$ cat src/sv/pli_pkg.sv
// ----------------------------------------------------------------------------
// pli_pkg
// Shared codes, widths and controller/datapath interface types for the
// piecewise linear interpolator.
// ----------------------------------------------------------------------------
package pli_pkg;

  // Data widths fixed by the request format
  localparam int POS_W    = 32;
  localparam int LVL_W    = 32;
  localparam int CFG_DW   = 16;
  localparam int DIV_STEPS = 32;

  // Function codes
  localparam logic [1:0] FN_BP    = 2'd0;
  localparam logic [1:0] FN_LV    = 2'd1;
  localparam logic [1:0] FN_QUERY = 2'd2;

  // Result status codes
  localparam logic [2:0] ST_INTERP = 3'd0;
  localparam logic [2:0] ST_BELOW  = 3'd1;
  localparam logic [2:0] ST_CLAMP  = 3'd2;
  localparam logic [2:0] ST_BEYOND = 3'd3;
  localparam logic [2:0] ST_WRITE  = 3'd4;
  localparam logic [2:0] ST_NOSEG  = 3'd5;

  // Configuration register indexes
  localparam logic CFG_POINTS = 1'b0;
  localparam logic CFG_TOL    = 1'b1;

  // Datapath operations issued by the controller
  typedef enum logic [4:0] {
    OP_NONE,
    OP_LOAD,
    OP_WRITE,
    OP_SET,
    OP_WRAP,
    OP_RD_LO,
    OP_RD_HI,
    OP_CHECK,
    OP_STEP,
    OP_RD_Y1,
    OP_RD_Y2,
    OP_PREP,
    OP_MUL_LO,
    OP_MUL_HI,
    OP_DIV_INIT,
    OP_DIV_STEP,
    OP_INTERP,
    OP_RD_CLAMP,
    OP_CLAMP
  } dp_op_t;

  // Controller to datapath
  typedef struct packed {
    dp_op_t     op;
    logic [2:0] st;    // status code for OP_SET
    logic       push;  // move result into the output register
  } cmd_t;

  // Datapath to controller
  typedef struct packed {
    logic [1:0] func;
    logic       curve_big;
    logic       below;
    logic       beyond;
    logic       clamp;
    logic       hit;
    logic       last;
    logic       out_free;
  } sts_t;

endpackage

$ cat src/sv/pli_ctrl.sv
// ----------------------------------------------------------------------------
// pli_ctrl
// Sequencer for one request at a time: table writes, curve wrap, bounds check,
// linear segment search, level reads, multiply, divide, clamp and result hand-off.
// ----------------------------------------------------------------------------
module pli_ctrl (
  input  logic          clk,
  input  logic          rst_n,
  input  logic          in_valid,
  output logic          in_ready,
  input  pli_pkg::sts_t sts,
  output pli_pkg::cmd_t cmd
);

  localparam int CW = $clog2(pli_pkg::DIV_STEPS);

  typedef enum logic [4:0] {
    S_IDLE,
    S_DISPATCH,
    S_WRAP,
    S_RD_LO,
    S_RD_HI,
    S_CHK,
    S_SEARCH,
    S_LV1,
    S_LV2,
    S_PREP,
    S_MUL_LO,
    S_MUL_HI,
    S_DIV_INIT,
    S_DIV,
    S_INTERP,
    S_CL_RD,
    S_CL_SET,
    S_FINISH
  } state_t;

  state_t        state_r, state_nxt;
  logic [CW-1:0] cnt_r, cnt_nxt;

  assign in_ready = (state_r == S_IDLE);

  // Next state and command decode
  always_comb begin
    state_nxt = state_r;
    cnt_nxt   = cnt_r;
    cmd.op    = pli_pkg::OP_NONE;
    cmd.st    = pli_pkg::ST_NOSEG;
    cmd.push  = 1'b0;
    case (state_r)
      S_IDLE: begin
        if (in_valid) begin
          cmd.op    = pli_pkg::OP_LOAD;
          state_nxt = S_DISPATCH;
        end
      end
      S_DISPATCH: begin
        if (sts.func == pli_pkg::FN_BP || sts.func == pli_pkg::FN_LV) begin
          cmd.op    = pli_pkg::OP_WRITE;
          state_nxt = S_FINISH;
        end else if (sts.func == pli_pkg::FN_QUERY) begin
          state_nxt = S_WRAP;
        end else begin
          cmd.op    = pli_pkg::OP_SET;
          cmd.st    = pli_pkg::ST_NOSEG;
          state_nxt = S_FINISH;
        end
      end
      S_WRAP: begin
        if (sts.curve_big) begin
          cmd.op = pli_pkg::OP_WRAP;
        end else begin
          state_nxt = S_RD_LO;
        end
      end
      S_RD_LO: begin
        cmd.op    = pli_pkg::OP_RD_LO;
        state_nxt = S_RD_HI;
      end
      S_RD_HI: begin
        cmd.op    = pli_pkg::OP_RD_HI;
        state_nxt = S_CHK;
      end
      S_CHK: begin
        cmd.op = pli_pkg::OP_CHECK;
        if (sts.below || sts.beyond) begin
          state_nxt = S_FINISH;
        end else if (sts.clamp) begin
          state_nxt = S_CL_RD;
        end else begin
          state_nxt = S_SEARCH;
        end
      end
      S_SEARCH: begin
        cmd.op = pli_pkg::OP_STEP;
        if (sts.hit) begin
          state_nxt = S_LV1;
        end else if (sts.last) begin
          state_nxt = S_FINISH;
        end
      end
      S_LV1: begin
        cmd.op    = pli_pkg::OP_RD_Y1;
        state_nxt = S_LV2;
      end
      S_LV2: begin
        cmd.op    = pli_pkg::OP_RD_Y2;
        state_nxt = S_PREP;
      end
      S_PREP: begin
        cmd.op    = pli_pkg::OP_PREP;
        state_nxt = S_MUL_LO;
      end
      S_MUL_LO: begin
        cmd.op    = pli_pkg::OP_MUL_LO;
        state_nxt = S_MUL_HI;
      end
      S_MUL_HI: begin
        cmd.op    = pli_pkg::OP_MUL_HI;
        state_nxt = S_DIV_INIT;
      end
      S_DIV_INIT: begin
        cmd.op    = pli_pkg::OP_DIV_INIT;
        cnt_nxt   = '0;
        state_nxt = S_DIV;
      end
      S_DIV: begin
        cmd.op = pli_pkg::OP_DIV_STEP;
        if (cnt_r == CW'(pli_pkg::DIV_STEPS - 1)) begin
          state_nxt = S_INTERP;
        end else begin
          cnt_nxt = cnt_r + CW'(1);
        end
      end
      S_INTERP: begin
        cmd.op    = pli_pkg::OP_INTERP;
        state_nxt = S_FINISH;
      end
      S_CL_RD: begin
        cmd.op    = pli_pkg::OP_RD_CLAMP;
        state_nxt = S_CL_SET;
      end
      S_CL_SET: begin
        cmd.op    = pli_pkg::OP_CLAMP;
        state_nxt = S_FINISH;
      end
      S_FINISH: begin
        if (sts.out_free) begin
          cmd.push  = 1'b1;
          state_nxt = S_IDLE;
        end
      end
      default: begin
        state_nxt = S_IDLE;
      end
    endcase
  end

  // State and divide step counter
  always_ff @(posedge clk) begin
    if (!rst_n) begin
      state_r <= S_IDLE;
      cnt_r   <= '0;
    end else begin
      state_r <= state_nxt;
      cnt_r   <= cnt_nxt;
    end
  end

endmodule

$ cat config.mk
export PLATFORM = sky130hd
export DESIGN_NAME = pli_ctrl
export DESIGN_NICKNAME = d
export VERILOG_FILES = /design/src/sv/pli_pkg.sv /design/src/sv/pli_ctrl.sv
export SDC_FILE = /design/constraint.sdc
export NUM_CORES = 1
export LEC_CHECK = 0
export BUFFER_PORTS_ARGS = -buffer_cell sky130_fd_sc_hd__buf_2
export CAP_MARGIN = 20
export CORE_UTILIZATION = 53
export DETAILED_ROUTE_END_ITERATION = 10
export PLACE_DENSITY = 0.79
export SLEW_MARGIN = 20
export SYNTH_ARGS = -nofsm -noshare
export SYNTH_HDL_FRONTEND = slang
export SYNTH_SLANG_ARGS = --single-unit
$ cat constraint.sdc
create_clock -name clk -period 4.7 [get_ports clk]
set_clock_uncertainty 0.2 [all_clocks]
set_input_delay 1.175 -clock clk [delete_from_list [all_inputs] [get_ports clk]]
set_output_delay 1.175 -clock clk [all_outputs]
set_load 0.005 [all_outputs]
==> Word level (Yosys, flattened, before mapping) <==
Index checks and enable logic that the tools add are counted.
W data, S select, Z words.
{ "classes": {"n_addsub": 1, "eq_ne": 26, "muxes": 22, "reduce_logical": 8} }
{ "ops": {"columns": ["op", "n"], "rows": [
  ["$pmux W5 S17", 2],
  ["$mux W5", 11],
  ["$eq A5 B4 Y1 const B", 8],
  ["$eq A5 B3 Y1 const B", 4],
  ["$eq A5 B5 Y1 const B", 3],
  ["$eq A5 B2 Y1 const B", 2],
  ["$ne A2 B2 Y1 const B", 5],
  ["$pmux W5 S2", 1],
  ["$mux W3", 3],
  ["$add A5 B1 Y5 const B", 1],
  ["$eq A5 B1 Y1 const B", 1],
  ["$logic_not A5 Y1", 1],
  ["$reduce_and A5 Y1", 1],
  ["$mux W4", 1],
  ["$mux W1", 3],
  ["$ne A3 B3 Y1 const B", 1],
  ["$eq A2 B1 Y1 const B", 1],
  ["$eq A2 B2 Y1 const B", 1],
  ["$logic_not A2 Y1", 1],
  ["$logic_or A1 B1 Y1", 2],
  ["$mux W2", 1],
  ["$reduce_and A2 Y1", 1],
  ["$reduce_bool A2 Y1", 1],
  ["$reduce_or A2 Y1", 1]
]} }
{ "totals": {"ff_bits": 10, "wordCells": 59} }

==> Depth between registers and ports, before layout <==
{ "logic_depth": {"ltp_word": 4, "ltp_mapped": 8, "mapped_depth_nobuf": 7} }

==> Least setup slack after synthesis <==
Ideal clock, no wire load.
{ "synth_timing": {"path_kind": "input to output", "from": "input sts[7] in the netlist's numbering", "to": "output cmd[5] in the netlist's numbering", "arrival_ps": 1769, "required_time_ps": 3325, "path_slack_ps": 1556, "stages": 4, "path_buffers": 0, "cell_sequence": "nand2b_1 -> a211o_1 -> a21oi_1 -> nor2_1"} }
{ "synth_lines": {"columns": ["item", "line_no", "source"], "rows": [
  ["from (decl)", "pli_ctrl.sv:11", "input pli_pkg::sts_t sts,"],
  ["to (decl)", "pli_ctrl.sv:12", "output pli_pkg::cmd_t cmd"]
]} }

==> results by group <==
STA
  • TNS Setup: 0 ns
  • Final period demand of the worst path: 3.438 ns
  • Max Clk Rate: 0.2909 GHz
  • Normalized max-slew margin: ~53%
  • Endpoints failing setup: 0
  • RSZ-0062 raised after global routing: no
  • Count of endpoints failing hold in the final timing report: 0
  • Least-Margin Pin Slew: 0.7112 ns
  • Crit share post-route: 73.15%
  • Number of pins with negative max-slew slack in the final report: 0

Power
  • Worst vdd ir: 0.2045 mV
  • Ratio of total power to cell area: 257.7 mW/mm²
  • Static Leakage: 0.4121 nW

Route
  • Detailed-route via count: 1043
  • Router iterations before antenna repair: 4
  • Wire length after detailed routing: 2467 µm
  • ANT nets after route: 0
  • Post-route DRC: 0
  • Detailed Route Iter0 Violations: 46
  • Via count normalized by instance count: approximately 6.4
  • Wirelength per Cell: 15.13 µm

Floorplan
  • Core Area: 0.001594 mm²
  • Num ports: 22
  • Total die area: 0.001970 mm²
  • Standard-cell rows: 14
  • Initial Util: 59.73%
  • Y dimension of the die: about 44 µm
  • Chip Width: 44.39 µm

Critical path
  • Worst stage delay on the critical path: 0.29 ns
  • Launch point of the critical path: sts[7]
  • Critical path capture point: cmd[5]
  • Register-to-Register Path Depth: 4
  • Critical register-to-register path startpoint: state_r[0]
  • Nature of the critical path startpoint: input port
  • FF-to-FF setup slack: 2.25 ns
  • Data required time of the critical path: 3.32 ns
  • Critical Path End Type: output port
  • Slowest library cell on the worst path: sky130_fd_sc_hd__a211o_1
  • Arr. time, crit path: 2.06 ns
  • Sum of buffers and inverters on the critical path: 2
  • Path length in cells of the critical path: 6
  • Critical register-to-register path endpoint: state_r[2]
  • Worst-path cell chain: buf_2 > nand2b_1 > a211o_1 > a21oi_1 > nor2_1 > buf_2
  • Critical Path Most Common Cell: sky130_fd_sc_hd__buf_2
  • Kind of cell adding the most delay to the critical path: compound AO/OA/AOI/OAI gates
  • Critical-path maximum fanout: 3
  • Setup Crit Path Kind: in2out

GRT
  • Global-route wire length before repair: approximately 4100 µm
  • Number of global-route vias before repair: 924
  • Maximum number of pins on one net before global-route repair: 25
  • GR Overflow Total: 0
  • Initial antenna violation count: 0
  • GRT Total Usage: a little over a quarter

Logic synthesis
  • Total number of yosys warnings: 0
  • Number of synthesized register bits: 10
  • Synth Flop Type: sky130_fd_sc_hd__dfxtp_1
  • Count of different cell masters after synthesis: 56
  • Share of the yosys chip area belonging to registers: a little over a fifth
  • Async set-or-reset flop fraction in the synthesized netlist: 0%
  • Average cell area after synthesis: 7.439 µm²
  • Count of mapped cells out of synthesis: 128
  • Mapped Area: 952.2 µm²
  • Number of flops mapped to enable cells by yosys: 0

CTS
  • Clock insertion delay at the later pin of the skew report: 0.27 ns
  • Post-CTS Setup Repair Bufs: 0
  • Number of resized instances in the post-cts repair step: 0
  • CTS Root Buffer Type: sky130_fd_sc_hd__clkbuf_4
  • Clock buffer count from CTS: 3
  • CTS Hold Bufs: 0
  • Clock tree from TritonCTS: done
  • Maximum root-to-sink buffer count: 2
  • Post-CTS clock slew at the launch and capture registers of the worst setup and hold paths: roughly 0.07 ns
  • Num Clock Sinks: 10
  • Number of levels in the clock H-tree: 1

Finish
  • Ratio of cells with drive above 1 in the final layout: 19.42%
  • Layout overhead on the synthesized area: 9.986%
  • Post-layout nets: 154
  • Most common library cell in the layout ignoring fill and taps: sky130_fd_sc_hd__buf_2
  • Leading cell types in the layout, fill and taps excluded: 18 x sky130_fd_sc_hd__buf_2, 10 x sky130_fd_sc_hd__dfxtp_1, 9 x sky130_fd_sc_hd__a21oi_1, 9 x sky130_fd_sc_hd__nand2_1, 7 x sky130_fd_sc_hd__nor2_1
  • Number of diodes: 0
  • Non-filler instance count after layout: 163

Placement
  • Cells after DPL: 159
  • RePlAce Congestion: 0.8424
  • Quantity of I/O buffers inserted on ports: 18
  • DP HPWL: around 1700 µm

Status
  • Status: complete, no violations

Min path
  • Class of the tightest hold or removal check: reg2reg

Run
  • MaxCap Viol Count: 0
registers in the layout (all words and copies together) (netlist names):
name / flops
cnt_r: 5
state_r: 5
routing by layer:
metal / track usage [%] / vias up / wire (µm)
met1: 38.54 / 480 / 1079
met4: 6.667 / 0 / 17
met5: 0 / - / 0
li1: - / 500 / -
met3: 7.347 / 4 / 198
met2: 41.76 / 59 / 1172
cell type report:
type,instances,area (µm²)
multi-input combinational,100,664.4
fill,147,546.8
sequential,10,200.2
timing repair buffer,18,90.09
clock buffer,4,36.28
tap,24,30.03
inverter,7,26.28
cell usage after synthesis (2+ instances only):
cell,instances,area (µm²)
sky130_fd_sc_hd__a211oi_1,2,15.01
sky130_fd_sc_hd__a21oi_1,9,45.04
sky130_fd_sc_hd__a22oi_1,2,15.01
sky130_fd_sc_hd__a311oi_1,2,17.52
sky130_fd_sc_hd__and2_1,2,12.51
sky130_fd_sc_hd__and3_1,5,31.28
sky130_fd_sc_hd__buf_4,3,22.52
sky130_fd_sc_hd__clkbuf_1,7,26.28
sky130_fd_sc_hd__conb_1,2,7.510
sky130_fd_sc_hd__dfxtp_1,10,200.2
sky130_fd_sc_hd__ha_1,2,25.02
sky130_fd_sc_hd__inv_1,5,18.77
sky130_fd_sc_hd__nand2_1,9,33.78
sky130_fd_sc_hd__nand2b_1,6,37.54
sky130_fd_sc_hd__nand3_1,3,15.01
sky130_fd_sc_hd__nand3b_1,2,15.01
sky130_fd_sc_hd__nor2_1,7,26.28
sky130_fd_sc_hd__nor3_1,4,20.02
sky130_fd_sc_hd__nor3b_1,2,15.01
sky130_fd_sc_hd__nor4_1,3,18.77
sky130_fd_sc_hd__o211ai_1,2,15.01
sky130_fd_sc_hd__o21ai_0,3,15.01
sky130_fd_sc_hd__or3_1,2,12.51
sky130_fd_sc_hd__or4_1,2,15.01
worst min-delay path by stage:
stage | slack, ns | startpoint | cells past startpoint | endpoint
4_1_cts | 0.29 | cnt_r[3] | 2 | cnt_r[3]
3_3_place_gp | 0.27 | cnt_r[3] | 2 | cnt_r[3]
2_1_floorplan | 0.25 | cnt_r[3] | 2 | cnt_r[3]
5_1_grt | 0.32 | cnt_r[3] | 2 | cnt_r[3]
3_5_place_dp | 0.27 | cnt_r[3] | 2 | cnt_r[3]
6_report | 0.28 | cnt_r[3] | 2 | cnt_r[3]
worst register-to-register path, delay by kind of cell, from the launching register on:
family,cells,cell delay (ns)
compound gates,2,0.62
simple gates,2,0.74
flops,1,0.78
logic make-up (layout without fill, tap and decap cells):
family | after synthesis | in the layout | synth area share [%]
AND/OR/NAND/NOR | 57 | 57 | 35.87
flip-flops | 10 | 10 | 21.02
other | 2 | 3 | 0.7887
multiplexers | 2 | 2 | 2.234
adder cells (fa/ha/maj) | 2 | 2 | 2.628
buffers and inverters | 19 | 29 | 9.592
XOR/XNOR | 1 | 1 | 0.9200
AO/OA/AOI/OAI | 35 | 35 | 26.94
report_power, final:
group | total [mW] | internal [mW] | switching [mW] | leakage [nW]
clock | 0.0805 | 0.0471 | 0.0334 | 0.0210
sequential | 0.107 | 0.0886 | 0.0188 | 0.0809
combinational | 0.0820 | 0.0409 | 0.0412 | 0.310
stage by stage:
| step | total power, mW | utilization (%) | setup WS (ns) | hold WS, ns | area [µm²] |
|---|---|---|---|---|---|
| 4_1_cts | 0.2697 | 65.70 | 1.255 | 0.2869 | 1047 |
| 3_5_place_dp | 0.1889 | 63.42 | 1.259 | 0.2740 | 1011 |
| 5_1_grt | 0.2855 | 65.70 | 1.199 | 0.3163 | 1047 |
| 6_report | 0.2699 | 65.70 | 1.262 | 0.2836 | 1047 |
| 3_3_place_gp | 0.1857 | 63.42 | 1.276 | 0.2693 | 1011 |
| 2_1_floorplan | 0.1650 | - | 1.556 | 0.2498 | 955.9 |
(Power assumes the default switching activity.)
